## src/design/twqa_ram.sv

```systemverilog
`timescale 1ns / 1ps

module twqa_ram #(
  parameter int unsigned WIDTH = 8,
  parameter int unsigned DEPTH = 16,
  localparam int unsigned AddrW = (DEPTH > 1) ? $clog2(DEPTH) : 1
) (
  input  logic             clk_i,
  input  logic             we_i,
  input  logic [AddrW-1:0] waddr_i,
  input  logic [WIDTH-1:0] wdata_i,
  input  logic             re_i,
  input  logic [AddrW-1:0] raddr_i,
  output logic [WIDTH-1:0] rdata_o
);

  logic [WIDTH-1:0] mem_q [DEPTH];

  // Read data holds between reads.
  always_ff @(posedge clk_i) begin
    if (we_i) begin
      mem_q[waddr_i] <= wdata_i;
    end
    if (re_i) begin
      rdata_o <= mem_q[raddr_i];
    end
  end

endmodule

```

## config.mk

```make
export PLATFORM = sky130hd
export DESIGN_NAME = twqa_ram
export DESIGN_NICKNAME = d
export VERILOG_FILES = /design/src/design/twqa_ram.sv
export SDC_FILE = /design/constraint.sdc
export NUM_CORES = 1
export LEC_CHECK = 0
export ABC_AREA = 1
export BUFFER_PORTS_ARGS = -buffer_cell sky130_fd_sc_hd__buf_2
export CAP_MARGIN = 40
export CORE_MARGIN = 4
export CORE_UTILIZATION = 30
export CTS_CLUSTER_DIAMETER = 80
export CTS_CLUSTER_SIZE = 30
export DETAILED_ROUTE_END_ITERATION = 7
export PLACE_DENSITY = 0.49
export RECOVER_POWER = 25
export SLEW_MARGIN = 20
export SYNTH_ARGS = -nofsm -noshare
export SYNTH_HDL_FRONTEND = slang
export SYNTH_SLANG_ARGS = --single-unit
```

## constraint.sdc

```tcl
create_clock -name clk_i -period 1.8 [get_ports clk_i]
set_clock_uncertainty 0.05 [all_clocks]
set_input_delay 0 -clock clk_i [delete_from_list [all_inputs] [get_ports clk_i]]
set_output_delay 0 -clock clk_i [all_outputs]
set_load 0.02 [all_outputs]
```

==> impl_summary.md, run 1 <==
Critical path
Along the worst path, the maximum fanout reaches 1. The most prevalent standard cell on the critical path is sky130_fd_sc_hd__nand3_1. The setup path with the least slack is of type reg -> reg. The slowest stage of the critical path is the sky130_fd_sc_hd__edfxtp_1 cell. The startpoint type of the worst setup path is a register.

The endpoint required time on the critical path is ~1.9 ns. The critical path goes through inv_1 -> nand2_1 -> nand3_1 -> nand3_1 -> nand3_1 -> nand2_1. STA classifies the critical path endpoint as a register. On the worst path, the slowest cell contributes a delay of between 0.3 and 0.4 ns. STA puts the critical path data arrival time at approximately 1.4 ns.

Route
After detailed routing, the total wire length is ~14000 microns. The average via count per standard cell is 4.330. For this block, the via count after detailed routing is roughly 3800. The remaining design rule violation count is 0. For this block, the initial DRC count from the detailed router was around 300. After detailed routing, the average wire length per cell comes to roughly 16 microns. The number of routed nets with antenna violations is 0.

For this run, the detailed router's first-pass iteration total came to 4.

Yosys
After synthesis the netlist holds a flip-flop and latch count of ~140. For this run, the number of Yosys warnings is 0. The largest area contributor in the netlist is sky130_fd_sc_hd__edfxtp_1.

The netlist uses 11 different library cells. The instance count of the mapped netlist is 551. The netlist area before placement is roughly 0.006 sq mm. After synthesis, flip-flops and latches occupy between 60% and 70% of the total area. By area the synthesized netlist is led by sky130_fd_sc_hd__edfxtp_1, sky130_fd_sc_hd__nand2_1, sky130_fd_sc_hd__nand3_1.

The synthesized net count is 570. The area fraction of the dominant cell type after synthesis is a little over two thirds. The average instance in the mapped netlist occupies around 11 sq um.

Clock network
The root buffer cell is sky130_fd_sc_hd__clkbuf_16. Gates resized during post-CTS repair numbered 0. After clock tree synthesis, the clock-pin slew on the worst setup and hold paths is approximately 0.050 ns.

Counting the buffers created by CTS gives 17. The clock latency on the worst-skew pair is between 0.4 and 0.5 ns. The H-tree was split into 4 levels.

The number of sinks handled by clock tree synthesis is 136. TritonCTS built the clock tree. Counting along the longest clock path gives a buffer depth of 2.

Placement
The HPWL after detailed placement is between 8000 and 9000 microns. The count of buffers inserted at the top-level ports is 26. At the end of routability-driven placement, the weighted congestion stood at around 0.8. The number of placed instances, taps included, is approximately 830.

STA
The worst pin sits at a relative slew slack of 56.05%. Setup repair after global routing left no endpoint under its margin. Timing would allow up to 811.0 MHz. The setup violation total in the final timing report is 0. The count of final max-slew check failures is 0. The final critical-path share of the clock period is 68.51%. The time the final worst path needs with I/O delays and setup is between 1 and 1.5 ns. For the pin with the worst max-slew slack, the measured transition is around 0.66 ns. For the final routed database, the setup TNS stands at 0 ns. The final hold violation count came to 0.

Status
The run finished with clean final reports.

Global routing
The number of antenna violations at the first check in global routing is 0. Entering global routing, the biggest net connects between 60 and 70 pins. The global-route wire length before repair is ~22000 microns. Summed over all layers, the global routing overflow is 0.

The number of global-route vias before repair is 3800. For this run, the total global-route usage over all layers was measured as between 10% and 20%.

Floorplan
The floorplan step defined a core boundary enclosing 0.01896 sq mm. The die covers 0.02179 sq mm. In this run the count of I/O pins placed on the die edge is 27.

The site row count is 50. The starting density of the core is approximately 30%. The vertical die dimension is around 150 microns.

The x dimension of the die is 147.6 microns.

Finish
The area taken by flip-flops and latches is roughly 0.0041 sq mm. The multi-input combinational cells in the finished layout cover a total of 0.001214 sq mm. The net count of the finished layout is between 600 and 700. The area growth from synthesis to layout is 16.69%. The final-layout fill cell count is around 1900. After the flow finishes, the layout carries non-filler instances totaling 871. The share of the core filled with cells is 35.99%.

The diode insertion count for antenna repair is 0. Cells with a size suffix above 1 make up 8.674% of the layout.

Power
The total power after layout is slightly below 7 mW. The peak supply drop is 0.6302 mV. The leakage power figure is roughly 2.9 nW. The total power per unit cell area is ~1000 mW/mm^2.

Run
The number of max-cap violations is 0.

Min path
The worst hold-check path type is in -> reg.
-- sequential cells by signal, indices dropped and copies added (netlist names) --
| signal | flops |
|---|---|
| rdata_o | 8 |
| mem_q | 128 |
-- final cells by class --
type                       instances  area share [%]
sequential                       136           59.86
multi-input combinational        289           17.79
clock inverter                     9          0.5502
tap                              260           4.768
inverter                         102           5.612
clock buffer                      20           6.400
timing repair buffer              55           5.025
-- worst max-delay path, delay by kind of cell (launching register included) --
family,cells,cell delay [ns]
flip-flops,1,0.37
AND/OR/NAND/NOR,5,0.51
buffers and inverters,1,0.07
-- worst paths after layout --
kind | depth (start not counted) | slack (ns) | start | endpoint
worst min-delay path | 3 | 0.16 | we_i | mem_q[3][7]
worst max register to register | 6 | 0.57 | mem_q[0][7] | rdata_o[7]
worst min register to register | 6 | 0.68 | mem_q[10][3] | rdata_o[3]
worst max-delay path | 6 | 0.57 | mem_q[0][7] | rdata_o[7]
-- timing repair --
item | in CTS | in global routing
setup buffers | 0 | 0
hold buffers | 9 | 1
hold endpoints to repair | 125 | 3
-- synth_stat cells, drive strengths merged --
library cell  instances
inv                 102
nand3                97
nand2               173
nand3b                2
buf                  24
edfxtp              136
nor2                 17
-- cell families after synthesis --
family / count (synthesis) / share of synthesized area (%)
simple gates: 289 / 20.76
flops: 136 / 69.85
buf+inv: 126 / 9.394
-- report_power, final --
part / total (mW) / switching, mW / internal (mW)
sequential: 3.59 / 0.0205 / 3.57
combinational: 0.458 / 0.326 / 0.132
clock: 2.85 / 1.16 / 1.69
total: 6.91 / 1.51 / 5.39
-- cell usage in the layout, fill, tap and decap left out, drive strengths merged --
master / Yosys / routed
buf: 24 / 31
clkbuf: 0 / 34
clkinv: 0 / 9
dlygate4sd3: 0 / 10
edfxtp: 136 / 136
inv: 102 / 102
nand2: 173 / 173
nand3: 97 / 97
nand3b: 2 / 2
nor2: 17 / 17
-- stage by stage --
| step | instance area, sq um | setup WS (ns) | hold WS (ns) |
|---|---|---|---|
| 3_5_place_dp | 6291 | 0.4277 | 0.3339 |
| 5_1_grt | 6823 | 0.4631 | 0.1951 |
| 6_report | 6823 | 0.5669 | 0.1565 |
| 4_1_cts | 6855 | 0.5634 | 0.001666 |
| 3_3_place_gp | 6291 | 0.4139 | 0.3230 |
| 2_1_floorplan | 5847 | 0.7992 | 0.04887 |
-- layer usage --
layer | vias up | global-route usage (%) | wire, microns
met1 | 1786 | 17.05 | 6344
li1 | 1880 | - | -
met5 | - | 0 | 0
met3 | 18 | 2.851 | 593
met4 | 0 | 5.592 | 311
met2 | 87 | 21.82 | 6747
(Power assumes the default switching activity.)
==> run 2, diff against run 1 <==
Settings changed: PLACE_DENSITY 0.49 to 0.5.
Clock period 1.8 ns to 1.1 ns, I/O delays scaled along.
==> impl_summary.md, run 2 (synthesized netlist as in run 1, its figures left out) <==
Critical path
The setup slack of the worst register-to-register path was -0.02 ns (-0.59 ns). Walking the worst path, the cells encountered are inv_1 -> nand2_1 -> nand3_2 -> nand3_2 -> nand3_4 -> nand2_2. The count of buffer and inverter cells on the critical path was 1 (unchanged). The endpoint required time on the critical path is 1.23 ns (-0.68 ns). The arrival time of data at the critical path endpoint was 1.25 ns (-0.10 ns).

The highest net fanout along the worst path came to 1 (unchanged). STA classifies the critical path endpoint as a register. The kind of cell with the highest combined delay along the critical path is simple AND/OR/NAND/NOR gates.

The worst setup path is of the reg -> reg kind. The slowest stage of the critical path belongs to the cell sky130_fd_sc_hd__edfxtp_1. The highest cell delay on the worst timing path is 0.35 ns (-0.02 ns).

The most prevalent standard cell on the critical path is sky130_fd_sc_hd__nand3_2. STA classifies the critical path startpoint as a register.

Power
The total power per unit cell area is 1644 mW/mm^2 (+62%). The leakage power figure is 3.066 nW (+7.3%). The fraction of power spent switching nets was 21.75% (-0.13 points).

The sequential group share of total power came to 49.0% (-3.0 points). The internal power was 9.403 mW (+74%). The power share of the combinational group is 7.5% (+0.9 points). The peak supply drop is 1.112 mV (+76%). The power spent charging and discharging nets was 2.614 mW (+73%). The clock network fraction of total power is 43.5% (+2.2 points).

STA
The worst-margin pin slew came to 0.6121 ns (-0.04479 ns). The final worst setup slack is -0.02197 ns (-0.5889 ns). The maximum clock rate is 891.3 MHz (+9.9%). The summed negative setup slack over all endpoints was -0.06282 ns (-0.06282 ns).

The setup violation total in the final timing report is 7 (+7). The worst-case headroom to the max-slew limit is 59.20% (+3.1 points). The count of final max-slew check failures is 0 (unchanged). The final hold violation count is 0 (unchanged). The time the final worst path needs with I/O delays and setup came to 1.122 ns (-0.1111 ns). The final critical-path share of the clock period is 102.0% (+33 points). Setup repair after global routing could not meet its margin everywhere.

Min path
The min-delay analysis places its worst path in the category in -> reg.

Floorplan
The x dimension of the die is 147.6 microns (unchanged). The core box area is 0.01896 sq mm (unchanged). The vertical die dimension is 147.6 microns (unchanged). The I/O pin total is 27 (unchanged).

The site row count is 50 (unchanged). The die area was 0.02179 sq mm (unchanged). The starting density of the core was 30.84% (unchanged).

Global routing
The aggregate global routing overflow is 0 (unchanged). The global-route wire length before repair was 22200 microns (+2.6%). The maximum number of pins on one net before global-route repair is 41 (-37%). The number of global-route vias before repair was 3858 (+1.5%). The total track usage was 13.88% (+0.60 points). The number of antenna violations at the first check in global routing was 0 (unchanged).

Route
The violation count after the first detailed-routing iteration is 322 (+6.3%). The wire length reported by the detailed router is 14430 microns (+3.1%). The detailed-route via count was 3840 (+1.8%).

The detailed-route wire length per cell came to 16.34 microns (+1.7%). The remaining design rule violation count was 0 (unchanged). The number of routed nets with antenna violations is 0 (unchanged).

The average via count per standard cell is 4.349 (+0.45%). The number of detailed-route iterations in the first pass came to 4 (unchanged).

Clock network
The number of sinks handled by clock tree synthesis is 136 (unchanged). The number of H-tree levels came to 4 (unchanged). The maximum buffer depth of the clock tree is 2 (unchanged). The TritonCTS clock tree is done.

The number of buffers inserted by post-CTS setup repair is 0 (unchanged). The clock edge transition at the registers on the reported setup and hold paths is 0.05 ns (about the same). The clock latency on the worst-skew pair is 0.42 ns (about the same). The clock buffer count from CTS came to 17 (unchanged). The root buffer cell chosen for the clock tree is sky130_fd_sc_hd__clkbuf_16.

Run
The number of max-cap violations came to 0 (unchanged).

Finish
In the final layout, the registers with the most flip-flops are mem_q: 128 flops, rdata_o: 8 flops. In the layout the commonest cells are sky130_fd_sc_hd__nand2_1, sky130_fd_sc_hd__edfxtp_1, sky130_fd_sc_hd__inv_1. Relative to the synthesized area, the layout overhead comes to 24.99%. The final instance area is 0.007308 sq mm (+7.1%). Counting flops per register, the top entry is mem_q. The most common cell after layout, fill and taps aside is sky130_fd_sc_hd__nand2_1.

The non-filler instance count after layout is 883 (+1.4%). The share of post-route cells with drive strength above 1 is 19.10% (+10 points). The number of flip-flops under the largest register name was 128 (unchanged). The diode insertion count for antenna repair was 0 (unchanged). The number of nets at the end of the flow is 629 (+1.5%).

Placement
The count of buffers inserted at the top-level ports is 26 (unchanged). The post-placement cell area came to 0.006429 sq mm (+2.2%). The final estimated routing congestion in global placement is 0.8180 (+2.1%). The HPWL after detailed placement was 9382 microns (+6.4%). The number of instances in the placed design is 842 (+1.2%). The worst setup timing slack at the placement stage is -0.2558 ns (-0.6834 ns).

Status
The checks that failed: negative setup slack. The run finished, with violations left.
==> run 2: cell types whose count changed in the layout (fill, tap and decap cells not counted), sizes merged <==
cell and delta:
dlygate4sd3 -1, clkinv +2, clkbuf -4, buf +12
clkinvlp +1, bufinv +2
==> run 2: per-stage QoR <==
step	total power, mW	utilization (%)	hold slack [ns]
floorplan	6.414	-	0.04887
global placement	6.781	33.91	0.3318
detailed placement	6.789	33.91	0.3330
CTS	12.13	38.19	0.06383
global route	12.48	38.55	0.08799
finish	12.02	38.55	0.08507
==> run 2: worst min-delay path, stage by stage <==
cell                      delay, ns
sky130_fd_sc_hd__buf_2         0.10
sky130_fd_sc_hd__buf_4         0.18
sky130_fd_sc_hd__nand3_1       0.10
sky130_fd_sc_hd__nand2_1       0.06
==> run 2: metal layers <==
metal	GRT usage (%)	wire [microns]	up-vias
met2	21.13	6802	96
met1	19.09	6383	1827
li1	-	-	1904
met4	5.172	172	0
met5	0	0	-
met3	3.709	1069	13
==> run 2: final cells by class <==
class	instances	area, sq um
fillers	1888	11650
inverters	102	382.9
clock buffers	18	429.2
clock inverters	14	113.9
well taps	260	325.3
flip-flops and latches	136	4084
repair buffers	64	506.7
multi-input cells	289	1466
==> run 2: worst paths after layout <==
kind,from,end,cells after the start
min,raddr_i[3],rdata_o[1],4
max reg2reg,mem_q[14][6],rdata_o[6],6
min reg2reg,mem_q[2][5],rdata_o[5],6
max,mem_q[14][6],rdata_o[6],6
==> run 2: power groups by stage <==
stage	clock network [mW]	logic [mW]	registers, mW
2_1_floorplan	0	0.409	6.00
3_3_place_gp	0	0.793	5.99
3_5_place_dp	0	0.799	5.99
4_1_cts	5.35	0.890	5.89
5_1_grt	5.59	1.00	5.89
6_report	5.22	0.907	5.89
==> run 2: what timing repair did <==
action | CTS | global route
pin swaps | 16 | 20
setup endpoints to repair | 12 | 13
endpoints found under the hold margin | 136 | 0
hold buffers | 9 | 0
gates resized for setup | 38 | 25
==> run 3, diff against run 2 <==
Settings changed: ABC_AREA 1 to unset, PLACE_DENSITY 0.5 to 0.56.
Clock period 1.1 ns to 1.35 ns, I/O delays scaled along.
==> impl_summary.md, run 3 <==
Global routing
The aggregate global routing overflow is 0 (unchanged). The total track usage is 11.59% (-2.3 points). The number of antenna violations at the first check in global routing is 0 (unchanged).

The number of global-route vias before repair is 2715 (-30%). The maximum number of pins on one net before global-route repair was 17 (-59%). The global-route wire length before repair is 16420 microns (-26%).

Critical path
The arrival time of data at the critical path endpoint is 1.57 ns (+0.32 ns). The critical path goes through mux4_2 -> a22oi_2 -> nand2_1. The startpoint type of the worst setup path is a register. The number of cell instances on the worst register-to-register path is 3 (-3). STA classifies the critical path endpoint as a register. In this run the worst setup path begins at mem_q[0][0]. The worst setup path is of the reg -> reg kind. The beginning of the worst register-to-register path is mem_q[0][0].

The endpoint required time on the critical path is 1.45 ns (+0.22 ns). Among all stages on the critical path, the largest delay is contributed by sky130_fd_sc_hd__mux4_2. The highest cell delay on the worst timing path is 0.48 ns (+0.13 ns).

The highest net fanout along the worst path is 1 (unchanged).

Finish
The final instance area is 0.006454 sq mm (-12%). The share of post-route cells with drive strength above 1 is 35.42% (+16 points). Relative to the synthesized area, the layout overhead comes to 23.46%. The number of flip-flops under the largest register name is 128 (unchanged).

The number of nets at the end of the flow is 325 (-48%). The final-layout fill cell count is 1591 (-16%). The area taken by flip-flops and latches is 0.004084 sq mm (unchanged). More flip-flops sit in one register than any other, and that register is mem_q. The top cell types in the final layout, fill and taps aside, are sky130_fd_sc_hd__edfxtp_1, sky130_fd_sc_hd__mux4_2, sky130_fd_sc_hd__buf_4.

The non-filler instance count after layout is 544 (-38%). In the final layout, the registers with the most flip-flops are mem_q: 128 flops, rdata_o: 8 flops. Leaving out fill and tap cells, the most frequent cell in the layout is sky130_fd_sc_hd__edfxtp_1.

The diode insertion count for antenna repair is 0 (unchanged). The multi-input combinational cell area is 0.001072 sq mm (-27%).

STA
The maximum clock rate is 680.0 MHz (-24%). The setup violation total in the final timing report is 8 (+1). The worst-case headroom to the max-slew limit is 44.69% (-15 points).

The time the final worst path needs with I/O delays and setup is 1.471 ns (+0.3486 ns). Setup repair after global routing could not meet its margin everywhere. The final hold violation count is 0 (unchanged).

The count of final max-slew check failures is 0 (unchanged). The final hold slack is 0.1057 ns (+0.02060 ns). The worst-margin pin slew is 0.8280 ns (+0.2159 ns). The final critical-path share of the clock period is 108.9% (+6.9 points). The final worst setup slack is -0.1206 ns (-0.09863 ns).

Clock network
The clock buffer count from CTS is 17 (unchanged). The maximum buffer depth of the clock tree is 2 (unchanged). The number of sinks handled by clock tree synthesis is 136 (unchanged).

The number of H-tree levels was 4 (unchanged). The cell sitting at the root of the clock tree is a sky130_fd_sc_hd__clkbuf_16. The clock latency on the worst-skew pair is 0.41 ns (about the same). The TritonCTS clock tree is done. The clock edge transition at the registers on the reported setup and hold paths is 0.06 ns (about the same).

Floorplan
The starting density of the core was 30.43% (-0.41 points). The x dimension of the die is 140.0 microns (-5.1%). The I/O pin total is 27 (unchanged). The core box area is 0.01718 sq mm (-9.4%).

The vertical die dimension is 140.0 microns (-5.1%). The site row count is 48 (-4.0%). The die area is 0.01960 sq mm (-10%).

Placement
The final estimated routing congestion in global placement is 0.7470 (-8.7%). The post-placement cell area is 0.005861 sq mm (-8.8%). The worst setup timing slack at the placement stage is -0.3587 ns (-0.1029 ns).

The count of buffers inserted at the top-level ports is 26 (unchanged). The HPWL after detailed placement is 7260 microns (-23%). The number of instances in the placed design came to 502 (-40%).

Yosys
The number of flops mapped to enable cells by yosys is 136 (unchanged). The sequential cell area fraction in the yosys report is 78.12% (+8.3 points). In the synthesized netlist the dominant register cell turns out to be sky130_fd_sc_hd__edfxtp_1. In the post-synthesis netlist, the biggest area contributors are sky130_fd_sc_hd__edfxtp_1, sky130_fd_sc_hd__mux4_2, sky130_fd_sc_hd__mux4_1. The instance count of the mapped netlist is 229 (-58%). The synthesized area per cell is 22.83 sq um (+120%). The biggest area contributor in the post-synthesis netlist is sky130_fd_sc_hd__edfxtp_1.

The fraction of registers with async set/reset is 0% (unchanged). The flip-flop and latch count after synthesis is 136 (unchanged). The synthesized net count came to 248 (-56%). The area fraction of the dominant cell type after synthesis came to 78.12% (+8.3 points). In the post-synthesis netlist, the cell with the most instances is sky130_fd_sc_hd__edfxtp_1.

By count the netlist is led by sky130_fd_sc_hd__edfxtp_1, sky130_fd_sc_hd__mux4_2, sky130_fd_sc_hd__a22oi_1. The total number of yosys warnings is 0 (unchanged). The count of unique library cells instantiated by Yosys is 18 (+7).

The netlist area before placement is 0.005228 sq mm (-11%).

Run
The number of max-cap violations is 0 (unchanged).

Route
The violation count after the first detailed-routing iteration is 178 (-45%). The average via count per standard cell is 4.577 (+5.3%). The detailed-route wire length per cell was 19.39 microns (+19%). The number of detailed-route iterations in the first pass is 4 (unchanged). The detailed-route via count is 2490 (-35%). The wire length reported by the detailed router is 10550 microns (-27%). The remaining design rule violation count is 0 (unchanged).

The number of routed nets with antenna violations was 0 (unchanged).

Min path
In this run the worst hold path is classified as in -> reg. The origin of the worst min-delay path is waddr_i[1]. The cell count of the worst hold path is 3 (-1).

Power
The total power per unit cell area came to 1426 mW/mm^2 (-13%). The leakage power figure is 2.130 nW (-31%). The peak supply drop was 0.9510 mV (-14%).

Status
The run finished, with violations left. The final reports fail on negative setup slack.
## run 3: changes by cell type after synthesis, moves of 2 or more
cell and delta:
sky130_fd_sc_hd__buf_2 -10, sky130_fd_sc_hd__nand2b_1 +2, sky130_fd_sc_hd__buf_6 -3, sky130_fd_sc_hd__nor3_1 +4
sky130_fd_sc_hd__nand2_1 -164, sky130_fd_sc_hd__mux4_1 +14, sky130_fd_sc_hd__inv_2 -2, sky130_fd_sc_hd__mux4_2 +18
sky130_fd_sc_hd__inv_1 -100, sky130_fd_sc_hd__buf_4 -3, sky130_fd_sc_hd__nand3_1 -96, sky130_fd_sc_hd__nor2_1 -4
sky130_fd_sc_hd__a22oi_1 +16, sky130_fd_sc_hd__clkdlybuf4s25_2 +3
## run 3: per-stage QoR
step           total power, mW  utilization (%)  TNS [ns]
2_1_floorplan            5.131                -         0
3_3_place_gp             5.368            34.12    -2.731
3_5_place_dp             5.377            34.12    -2.862
4_1_cts                  9.287            37.57   -0.8749
5_1_grt                  9.567            37.57    -1.197
6_report                 9.200            37.57   -0.6949
## run 3: what timing repair did
action,in CTS,in global routing
gates cloned,0,0
pin swaps,6,2
setup buffers,0,0
hold buffers,9,0
endpoints found under the hold margin,136,0
gates resized for setup,13,3
setup endpoints to repair,8,8
## run 3: final timing paths
check | to | slack, ns
hold / removal | mem_q[0][2] | 0.11
setup reg to reg | rdata_o[0] | -0.12
setup / recovery | rdata_o[0] | -0.12
hold reg to reg | rdata_o[6] | 0.69
## run 3: where the power goes
group          switching, mW  internal [mW]
registers             0.0275           4.76
logic                  0.293          0.238
clock network           1.58           2.30
total                   1.90           7.30
## run 3: cells by family (layout without fill, tap and decap cells)
logic type / after synthesis / in the layout / synth area share (%)
DFF: 136 / 136 / 78.12
and+or+nand+nor: 35 / 35 / 3.136
muxes: 32 / 32 / 14.79
AOI/OAI and AO/OA: 16 / 16 / 2.298
buffers and inverters: 10 / 100 / 1.651
## run 3: routing by layer
layer | track usage, % | part of all wire (%) | up-vias
met3 | 3.619 | 7.7 | 13
met2 | 17.95 | 49 | 87
met5 | 0 | 0 | -
met4 | 3.978 | 1.4 | 0
li1 | - | - | 1128
met1 | 15.58 | 42 | 1262
## run 3: worst max-delay path: cells and delay by family (launching register included)
| kind | cells | cell delay [ns] |
|---|---|---|
| mux | 1 | 0.48 |
| flops | 1 | 0.37 |
| compound gates | 1 | 0.19 |
| simple gates | 1 | 0.11 |
## run 3: final cells by class
| cell class | count | area share (%) |
|---|---|---|
| Clock buffer | 21 | 6.824 |
| Clock inverter | 11 | 0.9112 |
| Multi-Input combinational cell | 83 | 16.61 |
| Sequential cell | 136 | 63.28 |
| Tap cell | 225 | 4.362 |
| Timing Repair Buffer | 68 | 8.007 |
